[src/hw/rtl/dfi_pkg.sv]
`timescale 1ns / 1ps
// ----------------------------------------------------------------------------
// dfi_pkg: shared types and constants for the direct form one IIR filter
// Widths, tap counts, register indexes and the cell/result structs.
// ----------------------------------------------------------------------------
package dfi_pkg;

  // sample and coefficient formats
  localparam int SAMPLE_W   = 16;
  localparam int COEF_W     = 16;               // Q2.14
  localparam int FRAC_BITS  = 14;
  localparam int PROD_W     = SAMPLE_W + COEF_W;
  localparam int HIST_DEPTH = 4;
  // eight products of full range need three bits of growth
  localparam int ACC_W      = PROD_W + 3;
  localparam int SHIFT_W    = ACC_W - FRAC_BITS;

  // active taps
  localparam int FEED_TAPS  = 4;                // 1 .. HIST_DEPTH
  localparam int BACK_TAPS  = 4;                // 0 .. HIST_DEPTH

  // register file
  localparam int NUM_REGS   = 2 * HIST_DEPTH;
  localparam int REG_IDX_W  = $clog2(NUM_REGS);
  localparam logic [REG_IDX_W-1:0] REG_FEED_COEF_ZERO = REG_IDX_W'(0);
  localparam logic [REG_IDX_W-1:0] REG_BACK_COEF_ONE  = REG_IDX_W'(HIST_DEPTH);
  localparam logic signed [COEF_W-1:0] COEF_UNITY = COEF_W'(2 ** FRAC_BITS);

  // rounding and saturation
  localparam logic signed [ACC_W-1:0]    ROUND_HALF = ACC_W'(2 ** (FRAC_BITS - 1));
  localparam logic signed [SAMPLE_W-1:0] SAMPLE_HI  = {1'b0, {(SAMPLE_W-1){1'b1}}};
  localparam logic signed [SAMPLE_W-1:0] SAMPLE_LO  = {1'b1, {(SAMPLE_W-1){1'b0}}};

  // output queue
  localparam int FIFO_DEPTH = 8;
  localparam int PTR_W      = $clog2(FIFO_DEPTH);
  localparam int CNT_W      = $clog2(FIFO_DEPTH + 1);

  // shift strobes handed along the cell row
  typedef struct packed {
    logic x;    // new input sample enters the row
    logic y;    // new output sample enters the row
  } dfi_shift_t;

  // one finished result
  typedef struct packed {
    logic                       clipped;
    logic signed [SAMPLE_W-1:0] sample;
  } dfi_result_t;

endpackage

[src/hw/rtl/dfi_cell.sv]
`timescale 1ns / 1ps
// ----------------------------------------------------------------------------
// dfi_cell: one tap cell of the filter row
// Holds one input and one output history entry, passes them to the right
// neighbor on a shift, and registers its feed and feedback products.
// ----------------------------------------------------------------------------
module dfi_cell (
  input  logic                                clk,
  input  logic                                rst,
  input  dfi_pkg::dfi_shift_t                 shift,
  input  logic signed [dfi_pkg::SAMPLE_W-1:0] x_left,
  input  logic signed [dfi_pkg::SAMPLE_W-1:0] y_left,
  input  logic signed [dfi_pkg::COEF_W-1:0]   feed_coef,
  input  logic signed [dfi_pkg::COEF_W-1:0]   back_coef,
  output logic signed [dfi_pkg::SAMPLE_W-1:0] x_hold,
  output logic signed [dfi_pkg::SAMPLE_W-1:0] y_hold,
  output logic signed [dfi_pkg::PROD_W-1:0]   feed_prod,
  output logic signed [dfi_pkg::PROD_W-1:0]   back_prod
);

  logic signed [dfi_pkg::SAMPLE_W-1:0] y_next;

  // feedback product tracks the value this cell holds after the edge
  assign y_next = shift.y ? y_left : y_hold;

  always_ff @(posedge clk) begin
    if (rst) begin
      x_hold <= '0;
      y_hold <= '0;
    end else begin
      if (shift.x) begin
        x_hold <= x_left;
      end
      if (shift.y) begin
        y_hold <= y_left;
      end
    end
  end

  // free-running product registers
  always_ff @(posedge clk) begin
    feed_prod <= feed_coef * x_hold;
    back_prod <= back_coef * y_next;
  end

endmodule

[config.mk]
export PLATFORM = sky130hd
export DESIGN_NAME = dfi_cell
export DESIGN_NICKNAME = d
export VERILOG_FILES = /design/src/hw/rtl/dfi_pkg.sv /design/src/hw/rtl/dfi_cell.sv
export SDC_FILE = /design/constraint.sdc
export NUM_CORES = 2
export LEC_CHECK = 0
export BUFFER_PORTS_ARGS = -buffer_cell sky130_fd_sc_hd__buf_2
export CAP_MARGIN = 15
export CORE_MARGIN = 1.5
export CORE_UTILIZATION = 60
export DETAILED_ROUTE_END_ITERATION = 12
export PLACE_DENSITY = 0.77
export SYNTH_ARGS = -nofsm -noshare
export SYNTH_HDL_FRONTEND = slang
export SYNTH_SLANG_ARGS = --single-unit
[constraint.sdc]
create_clock -name clk -period 14.8 [get_ports clk]
set_input_delay 0.74 -clock clk [delete_from_list [all_inputs] [get_ports clk]]
set_output_delay 0.74 -clock clk [all_outputs]
set_load 0.02 [all_outputs]
==> results.yml <==
floorplan:
  die-area_um2: 38200
  initial_core_util_pct: 60.8
  fp.coreArea_um2: 36500
  die_h_um: 195
  rows: 70
  ios: 164
  dieWidth_um: 195
layout:
  area_delta_synth_final_pct: 6.57
  fillers: 2952
  stdcell_count: 2946
  multi_input_area_um2: 17700
  utilization_pct: 64.8
  design_area_um2: 23700
  final_nets: 3228
  final_cell_mix: "inv_1, fa_1, nand2_1"
  drive_above_1_share_pct: 8.52
  regArea_um2: 1920
  layout_commonest_cell: "inv_1"
place:
  post-place-ws_ns: 7.32
  io_buffers: 163
  dp_hpwl_um: 42100
  dp_cells: 2929
  gp_congestion: 0.942
  postPlaceCellArea_um2: 23400
detailed_routing:
  num_vias: 16010
  route.detailed.drc: 0
  drtPass1Iterations: 5
  vias_per_cell: 5.43
  avgRoutedWirePerCell_um: 17.2
  ant_nets: 0
  wirelength_um: 50700
  drt-initial-drc-count: 820
clock_tree:
  cts_setup_buffers: 0
  cts_tree: "yes"
  cts_hold_buffers: 0
  cts_root_buffer: "clkbuf_16"
  cts_inserted_buffers: 9
  insertion_delay_ns: 0.38
  cts_buffer_depth: 2
  clk_pin_slew_worst_paths_ns: 0.07
  cts.sinks: 96
  cts_max_level: 3
  cts_resized: 0
sta:
  worst_slack_ns: 7.69
  max_freq_mhz: 141
  hold_violations: 0
  fin_crit_sh_pct: 48.1
  timing.hold.ws_ns: 0.607
  slew_headroom_pct: 25.9
  fin_setup_tns_ns: 0
  rsz0062_at_grt: "no"
  maxSlewViolCount: 0
  period_minus_slack_ns: 7.11
  fin_worst_skew_ns: 0.0130
  setup_violations: 0
  worst_pin_slew_ns: 1.11
critical_path:
  critPathKind: "primary input to flip-flop"
  cp_max_fo: 17
  arrival_ns: 7.39
  crit_path_top_delay_cell: "fa_1"
  cp_data_required_time_ns: 15.08
  cp_cell_sequence: "buf_2, mux2_2, nand2_1, inv_1, fa_1, fa_1, fa_1, fa_1, fa_1, inv_1, fa_1, inv_1, ha_1, a21oi_1, o21ai_0, o41ai_1, a211oi_1, a211oi_1"
  cpMostUsedCell: "fa_1"
  cp-end-kind: "flip-flop"
  critPathMaxStageDelay_ns: 0.92
  r2r_cells: 20
  start_kind: "primary input"
yosys:
  synth_fp_nets: 3125
  synth-main-ff-cell: "dfxtp_1"
  yosysSeqAreaShare_pct: 8.66
  yosysUniqueCellTypes: 54
  ys_async_sr_fraction_pct: 0
  synth_cells: 2369
  synth-seq-cells: 96
  ys.warnings.count: 0
  synth_edf_count: 0
  synth_area_per_cell_um2: 9.37
  syn_area_um2: 22200
global_routing:
  grt_antenna_before_repair: 1
  grt_start_max_net_pins: 33
  grt_pass1_vias: 17348
  grt_usage_pct: 28.6
  grt_overflow_total: 0
  grt_pass1_wl_um: 85800
pwr:
  power.leakage_nw: 12.4
  vdd_drop_max_mv: 0.390
  power_mw: 5.39
  p_per_area_nw_per_um2: 228
hold_path:
  hold_depth: 3
  hp-class: "primary input to flip-flop"
run:
  cap_violations: 0
run_status:
  outcome: "finished clean"
## critical path, delay by kind of cell
kind / cells / cell delay, ns
multiplexers: 1 / 0.52
adder cells (fa/ha/maj): 7 / 3.93
AND/OR/NAND/NOR: 1 / 0.16
AO/OA/AOI/OAI: 5 / 1.48
buffers and inverters: 4 / 0.54
## power breakdown
group / switching [mW] / leakage (nW) / internal (mW)
clock network: 0.123 / 0.150 / 0.121
registers: 0.0438 / 0.803 / 0.415
logic: 2.74 / 11.5 / 1.95
total: 2.91 / 12.4 / 2.49
## Yosys cell counts, types with 3 or more instances
cell type  count  area share (%)
nand2_1      271             4.6
or4_1          3            0.10
o21bai_1       5            0.17
mux2i_1       24             1.1
and3_1         4            0.11
a221oi_1       4            0.16
buf_4          3            0.10
o2111ai_1      3            0.12
nand4_1        3           0.085
a21o_1        16            0.54
fa_1         524              47
nand2b_1      16            0.45
nor2_1        73             1.2
a21oi_1       42            0.95
or3_1          5            0.14
mux2_2        11            0.56
a31oi_1        9            0.25
o21a_1        10            0.34
and2_1       176             5.0
inv_1        595              10
ha_1         164             9.2
nor2b_1       69             1.9
xnor2_1       52             2.1
xor2_1        13            0.51
clkbuf_1      73             1.2
or2_2          5            0.14
o21ai_0       26            0.59
nor3_1        12            0.27
o31ai_1        5            0.17
a211oi_1       8            0.27
o211ai_1       6            0.20
nand3_1       14            0.32
dfxtp_1       96             8.7
## flip-flops by register name, summed over array words and instances, names as in the netlist
register / flops
x_hold: 16
y_hold: 16
back_prod: 32
feed_prod: 32
## kinds of logic after synthesis
kind of cell,after synthesis,synth area share [%]
fa+ha+maj,688,56.5
buf+inv,675,11.5
simple gates,659,14.6
compound gates,151,4.54
flops,96,8.66
xor+xnor,65,2.56
mux,35,1.64
## worst paths after layout
kind                   endpoint       start  slack [ns]
hold reg to reg      y_hold[14]  y_hold[14]        0.67
hold / removal        x_hold[3]   x_left[3]        0.61
setup reg to reg  feed_prod[24]   x_hold[2]        7.75
setup / recovery  back_prod[31]    shift[0]        7.69
## layout make-up
cell class	instances	area share (%)
clock buffers	9	0.952
multi-input cells	1598	74.9
diodes	1	0.0106
clock inverters	7	0.323
repair buffers	172	3.73
inverters	595	9.44
flip-flops and latches	96	8.12
well taps	468	2.48
## routing by layer
metal	part of all wire (%)	vias up	track usage, %
met1	40	8198	38.3
met4	2.5	0	8.64
met5	0	-	0
li1	-	7148	-
met2	51	563	48.5
met3	6.2	101	4.04
Note: power is estimated with default switching activity, not from simulation.
