--- src/hw/rtl/dfi_pkg.sv ---
`timescale 1ns / 1ps
// ----------------------------------------------------------------------------
// dfi_pkg: shared types and constants for the direct form one IIR filter
// Widths, tap counts, register indexes and the cell/result structs.
// ----------------------------------------------------------------------------
package dfi_pkg;

  // sample and coefficient formats
  localparam int SAMPLE_W   = 16;
  localparam int COEF_W     = 16;               // Q2.14
  localparam int FRAC_BITS  = 14;
  localparam int PROD_W     = SAMPLE_W + COEF_W;
  localparam int HIST_DEPTH = 4;
  // eight products of full range need three bits of growth
  localparam int ACC_W      = PROD_W + 3;
  localparam int SHIFT_W    = ACC_W - FRAC_BITS;

  // active taps
  localparam int FEED_TAPS  = 4;                // 1 .. HIST_DEPTH
  localparam int BACK_TAPS  = 4;                // 0 .. HIST_DEPTH

  // register file
  localparam int NUM_REGS   = 2 * HIST_DEPTH;
  localparam int REG_IDX_W  = $clog2(NUM_REGS);
  localparam logic [REG_IDX_W-1:0] REG_FEED_COEF_ZERO = REG_IDX_W'(0);
  localparam logic [REG_IDX_W-1:0] REG_BACK_COEF_ONE  = REG_IDX_W'(HIST_DEPTH);
  localparam logic signed [COEF_W-1:0] COEF_UNITY = COEF_W'(2 ** FRAC_BITS);

  // rounding and saturation
  localparam logic signed [ACC_W-1:0]    ROUND_HALF = ACC_W'(2 ** (FRAC_BITS - 1));
  localparam logic signed [SAMPLE_W-1:0] SAMPLE_HI  = {1'b0, {(SAMPLE_W-1){1'b1}}};
  localparam logic signed [SAMPLE_W-1:0] SAMPLE_LO  = {1'b1, {(SAMPLE_W-1){1'b0}}};

  // output queue
  localparam int FIFO_DEPTH = 8;
  localparam int PTR_W      = $clog2(FIFO_DEPTH);
  localparam int CNT_W      = $clog2(FIFO_DEPTH + 1);

  // shift strobes handed along the cell row
  typedef struct packed {
    logic x;    // new input sample enters the row
    logic y;    // new output sample enters the row
  } dfi_shift_t;

  // one finished result
  typedef struct packed {
    logic                       clipped;
    logic signed [SAMPLE_W-1:0] sample;
  } dfi_result_t;

endpackage

--- src/hw/rtl/dfi_out_fifo.sv ---
`timescale 1ns / 1ps
// ----------------------------------------------------------------------------
// dfi_out_fifo: result queue on the output side
// Small register queue; the head is shown directly on the output.
// ----------------------------------------------------------------------------
module dfi_out_fifo (
  input  logic                         clk,
  input  logic                         rst,
  input  logic                         push,
  input  dfi_pkg::dfi_result_t         push_data,
  input  logic                         pop,
  output logic                         head_valid,
  output dfi_pkg::dfi_result_t         head_data,
  output logic [dfi_pkg::CNT_W-1:0]    count
);

  dfi_pkg::dfi_result_t           entry [dfi_pkg::FIFO_DEPTH];
  logic [dfi_pkg::PTR_W-1:0]      wr_ptr;
  logic [dfi_pkg::PTR_W-1:0]      rd_ptr;
  logic                           do_pop;

  assign head_valid = (count != '0);
  assign head_data  = entry[rd_ptr];
  assign do_pop     = pop && head_valid;

  always_ff @(posedge clk) begin
    if (push) begin
      entry[wr_ptr] <= push_data;
    end
  end

  always_ff @(posedge clk) begin
    if (rst) begin
      wr_ptr <= '0;
      rd_ptr <= '0;
      count  <= '0;
    end else begin
      if (push) begin
        wr_ptr <= (wr_ptr == dfi_pkg::PTR_W'(dfi_pkg::FIFO_DEPTH - 1)) ? '0 : wr_ptr + 1'b1;
      end
      if (do_pop) begin
        rd_ptr <= (rd_ptr == dfi_pkg::PTR_W'(dfi_pkg::FIFO_DEPTH - 1)) ? '0 : rd_ptr + 1'b1;
      end
      case ({push, do_pop})
        2'b10:   count <= count + 1'b1;
        2'b01:   count <= count - 1'b1;
        default: count <= count;
      endcase
    end
  end

endmodule

--- config.mk ---
export PLATFORM = sky130hd
export DESIGN_NAME = dfi_out_fifo
export DESIGN_NICKNAME = d
export VERILOG_FILES = /design/src/hw/rtl/dfi_pkg.sv /design/src/hw/rtl/dfi_out_fifo.sv
export SDC_FILE = /design/constraint.sdc
export NUM_CORES = 1
export LEC_CHECK = 0
export BUFFER_PORTS_ARGS = -buffer_cell sky130_fd_sc_hd__buf_2
export CORE_UTILIZATION = 64
export CTS_CLUSTER_SIZE = 24
export DETAILED_ROUTE_END_ITERATION = 10
export PLACE_DENSITY = 0.84
export SLEW_MARGIN = 20
export SYNTH_ARGS = -nofsm -noshare
export SYNTH_HDL_FRONTEND = slang
export SYNTH_SLANG_ARGS = --single-unit
--- constraint.sdc ---
create_clock -name clk -period 6.4 [get_ports clk]
set_clock_uncertainty 0.1 [all_clocks]
set_input_delay 0.32 -clock clk [delete_from_list [all_inputs] [get_ports clk]]
set_output_delay 0.32 -clock clk [all_outputs]
set_load 0.01 [all_outputs]
==> impl_results.md <==
- Outcome: finished clean
- Ys flop type: edfxtp_1
- Final Non-Filler Cells: around 470
- Adder-Cell Fraction of Synth Area: under 10%
- Asr flop ratio synth: 0%
- DP HPWL: 5.600 mm
- Slew headroom: between 20% and 30%
- Gpl congestion: 0.6716
- Final Util: 79.10%
- Clock transition at path regs: 0.06 ns
- Initial Utilization: 66.73%
- Area post-placement: 6193 µm²
- I/O pin cnt: 43
- Final instance area: 6932 µm²
- Share of layout cells above drive strength 1: 31.30%
- Via count: 2,869
- CP arrival: 2.69 ns
- Nets: 376
- H-Tree Level Count: 4
- Unrepaired setup endpoints after global routing: no
- Clock tree buffer depth: 2
- CP Capture Type: output pin
- Vias in the first global route: about 2,900
- Post-synth top area share: 69.83%
- Resize count post-CTS: 0
- Final hold violation count: 0
- DR iter-0 viols: 161
- TritonRoute pass-1 iters: 4
- Post-synthesis compound-gate area fraction: 0.9628%
- First-pass GRT wire length: 15.78 mm
- CTS tree: done
- Post-layout min period: 3.112 ns
- Register area share after synthesis: 74.28%
- Net Count, Synth: around 300
- Critical path cell sequence: mux4_1, mux2_2, buf_2
- Full die area: 9524 µm²
- DRT Wirelength: 10.27 mm
- Die Ht: 97.59 µm
- Max Cap Violations: 0
- Critical Path Source Type: register
- Worst hold path type: in2reg
- Max Slew Vio Count: 0
- Max FO, Critical Path: 34
- Largest net degree at the start of global routing: 35
- Largest delay share family, worst path: flip-flops
- Post-route ant nets: 0
- Number of flops mapped to enable cells by yosys: ~140
- Clock Latency Late Sink: approximately 0.52 ns
- Gr usage total: 23.66%
- Pwr per Cell Area: 353.7 nW/µm²
- PortBufs: 42
- Area grow syn2layout: 18.53%
- CTS Hold Bufs: 19
- Area leader, netlist: edfxtp_1
- Via density: 6.117
- WL/cell: approximately 22 µm
- Leak: 0.002406 µW
- Synth top area cells: edfxtp_1 (70%), mux4_1 (11%), dfxtp_1 (4.5%), mux4_2 (3.9%), mux2_2 (3.5%)
- WHS: 0.03173 ns
- Core region area: 8763 µm²
- Period Utilization, post-route: between 40% and 50%
- Initial antenna violation count: 0
- Xor-xnor portion of the synthesized cell area: less than 1%
- Post-synth top cells: edfxtp_1 (136), mux4_1 (24), mux2_2 (18), nor2_1 (14), dfxtp_1 (13)
- Synthesis-stage register bit count: 149
- Worst path max stage delay: 1.05 ns
- Worst Path Required: 5.98 ns
- Largest family of logic cells by synthesized area: multiplexers
- Placed Cells: 418
- F_max: around 320 MHz
- Synthesized area per cell: 21.58 µm²
- Cell count after synthesis: 271
- Critical-path top delay cell: dfxtp_2
- Final setup viols: 0
- Synth Warn #: 0
- Num CTS Buffers: 17
- GRT overflow: 0
- Slew at the pin closest to its max-slew limit: 1.083 ns
- CTS Root Cell: clkbuf_8
- Post-Synth Simple-Gate Area: 2.824%
- Synth Cell Area: 5848 µm²
- # clock sinks: 149
- Post-CTS setup buffers: 0
- Mux share of post-synthesis cell area: 18.61%
- Setup_tns: 0 ns
- Chip width: 97.59 µm
- Most common cell in the netlist: edfxtp_1
- Peak supply drop: 0.2781 mV
- Num rows: 34
- Setup Crit Path Kind: reg2out
- Distinct cells, synth: 27
- Worst Path Buf+Inv: 1
- DRC viols: 0
- # diodes: 0
[path summary, 6_finish.rpt]
path	startpoint	end	slack [ns]	cells past startpoint
worst max-delay path	register	head_data[10]	3.29	3
worst min-delay path	push	wr_ptr[1]$_SDFFE_PP0P_	0.03	3
worst max register to register	count[0]$_SDFFE_PP0P_	count[2]$_SDFFE_PP0P_	3.74	10
worst min register to register	rd_ptr[1]$_SDFFE_PP0N_	register	0.39	2
[worst register-to-register path: stages (launching register included)]
cell and delay, ns:
dfxtp_1 0.36, or4_4 0.58, nand2_1 0.16, inv_1 0.08, ha_1 0.26, xor2_1 0.17, ha_1 0.19, a21oi_1 0.16
xor2_1 0.09, or3_1 0.31, a21oi_1 0.14
[cell type report]
| type | instances | area [µm²] |
|---|---|---|
| sequential | 149 | 4347 |
| inverter | 2 | 7.507 |
| tap | 108 | 135.1 |
| multi-input combinational | 109 | 1434 |
| timing repair buffer | 69 | 460.4 |
| clock buffer | 18 | 417.9 |
| fill | 435 | 1832 |
| clock inverter | 14 | 130.1 |
[registers in the layout, indices dropped and copies added, names as in the netlist, named ones only]
signal	flops
count	4
entry	136
wr_ptr	3
rd_ptr	3
[cells in the final DEF (no fill, tap or decap), types with 2 or more instances in the layout]
master / netlist / layout
edfxtp_1: 136 / 136
buf_2: 1 / 42
mux4_1: 24 / 24
dlygate4sd3_1: 0 / 19
mux2_2: 18 / 18
clkbuf_16: 0 / 16
nor2_1: 14 / 14
dfxtp_1: 13 / 11
mux4_2: 10 / 10
buf_4: 0 / 8
nand2_1: 7 / 7
ha_1: 7 / 7
a21oi_1: 6 / 6
clkinv_4: 0 / 5
nand2b_1: 4 / 4
xor2_1: 3 / 3
mux2i_1: 3 / 3
clkinvlp_4: 0 / 3
inv_1: 2 / 2
nor3_2: 0 / 2
or3_1: 2 / 2
o21ai_0: 2 / 2
dfxtp_2: 0 / 2
clkinv_2: 0 / 2
[through the flow]
step	worst slack, ns	total power, µW
5_1_grt	3.178	2544
3_5_place_dp	3.766	1561
3_3_place_gp	3.829	1545
2_1_floorplan	3.878	1463
4_1_cts	3.240	2467
6_report	3.288	2452
[power breakdown]
part	leakage (µW)	internal [µW]	switching, µW
clock network	0.000261	518	387
registers	0.00134	1100	80.0
logic	0.000803	228	141
[metal layers]
| metal | wire (µm) | track usage [%] | vias to the layer above |
|---|---|---|---|
| met2 | 5309 | 38.62 | 75 |
| li1 | - | - | 1289 |
| met3 | 356 | 6.619 | 14 |
| met4 | 155 | 9.163 | 0 |
| met1 | 4447 | 30.60 | 1491 |
| met5 | 0 | 0 | - |
[kinds of logic after synthesis]
| group | Yosys count |
|---|---|
| xor+xnor | 3 |
| fa+ha+maj | 7 |
| mux | 55 |
| simple gates | 34 |
| buf+inv | 13 |
| compound gates | 10 |
| flops | 149 |
No activity file was read; power rests on OpenSTA's default activity.
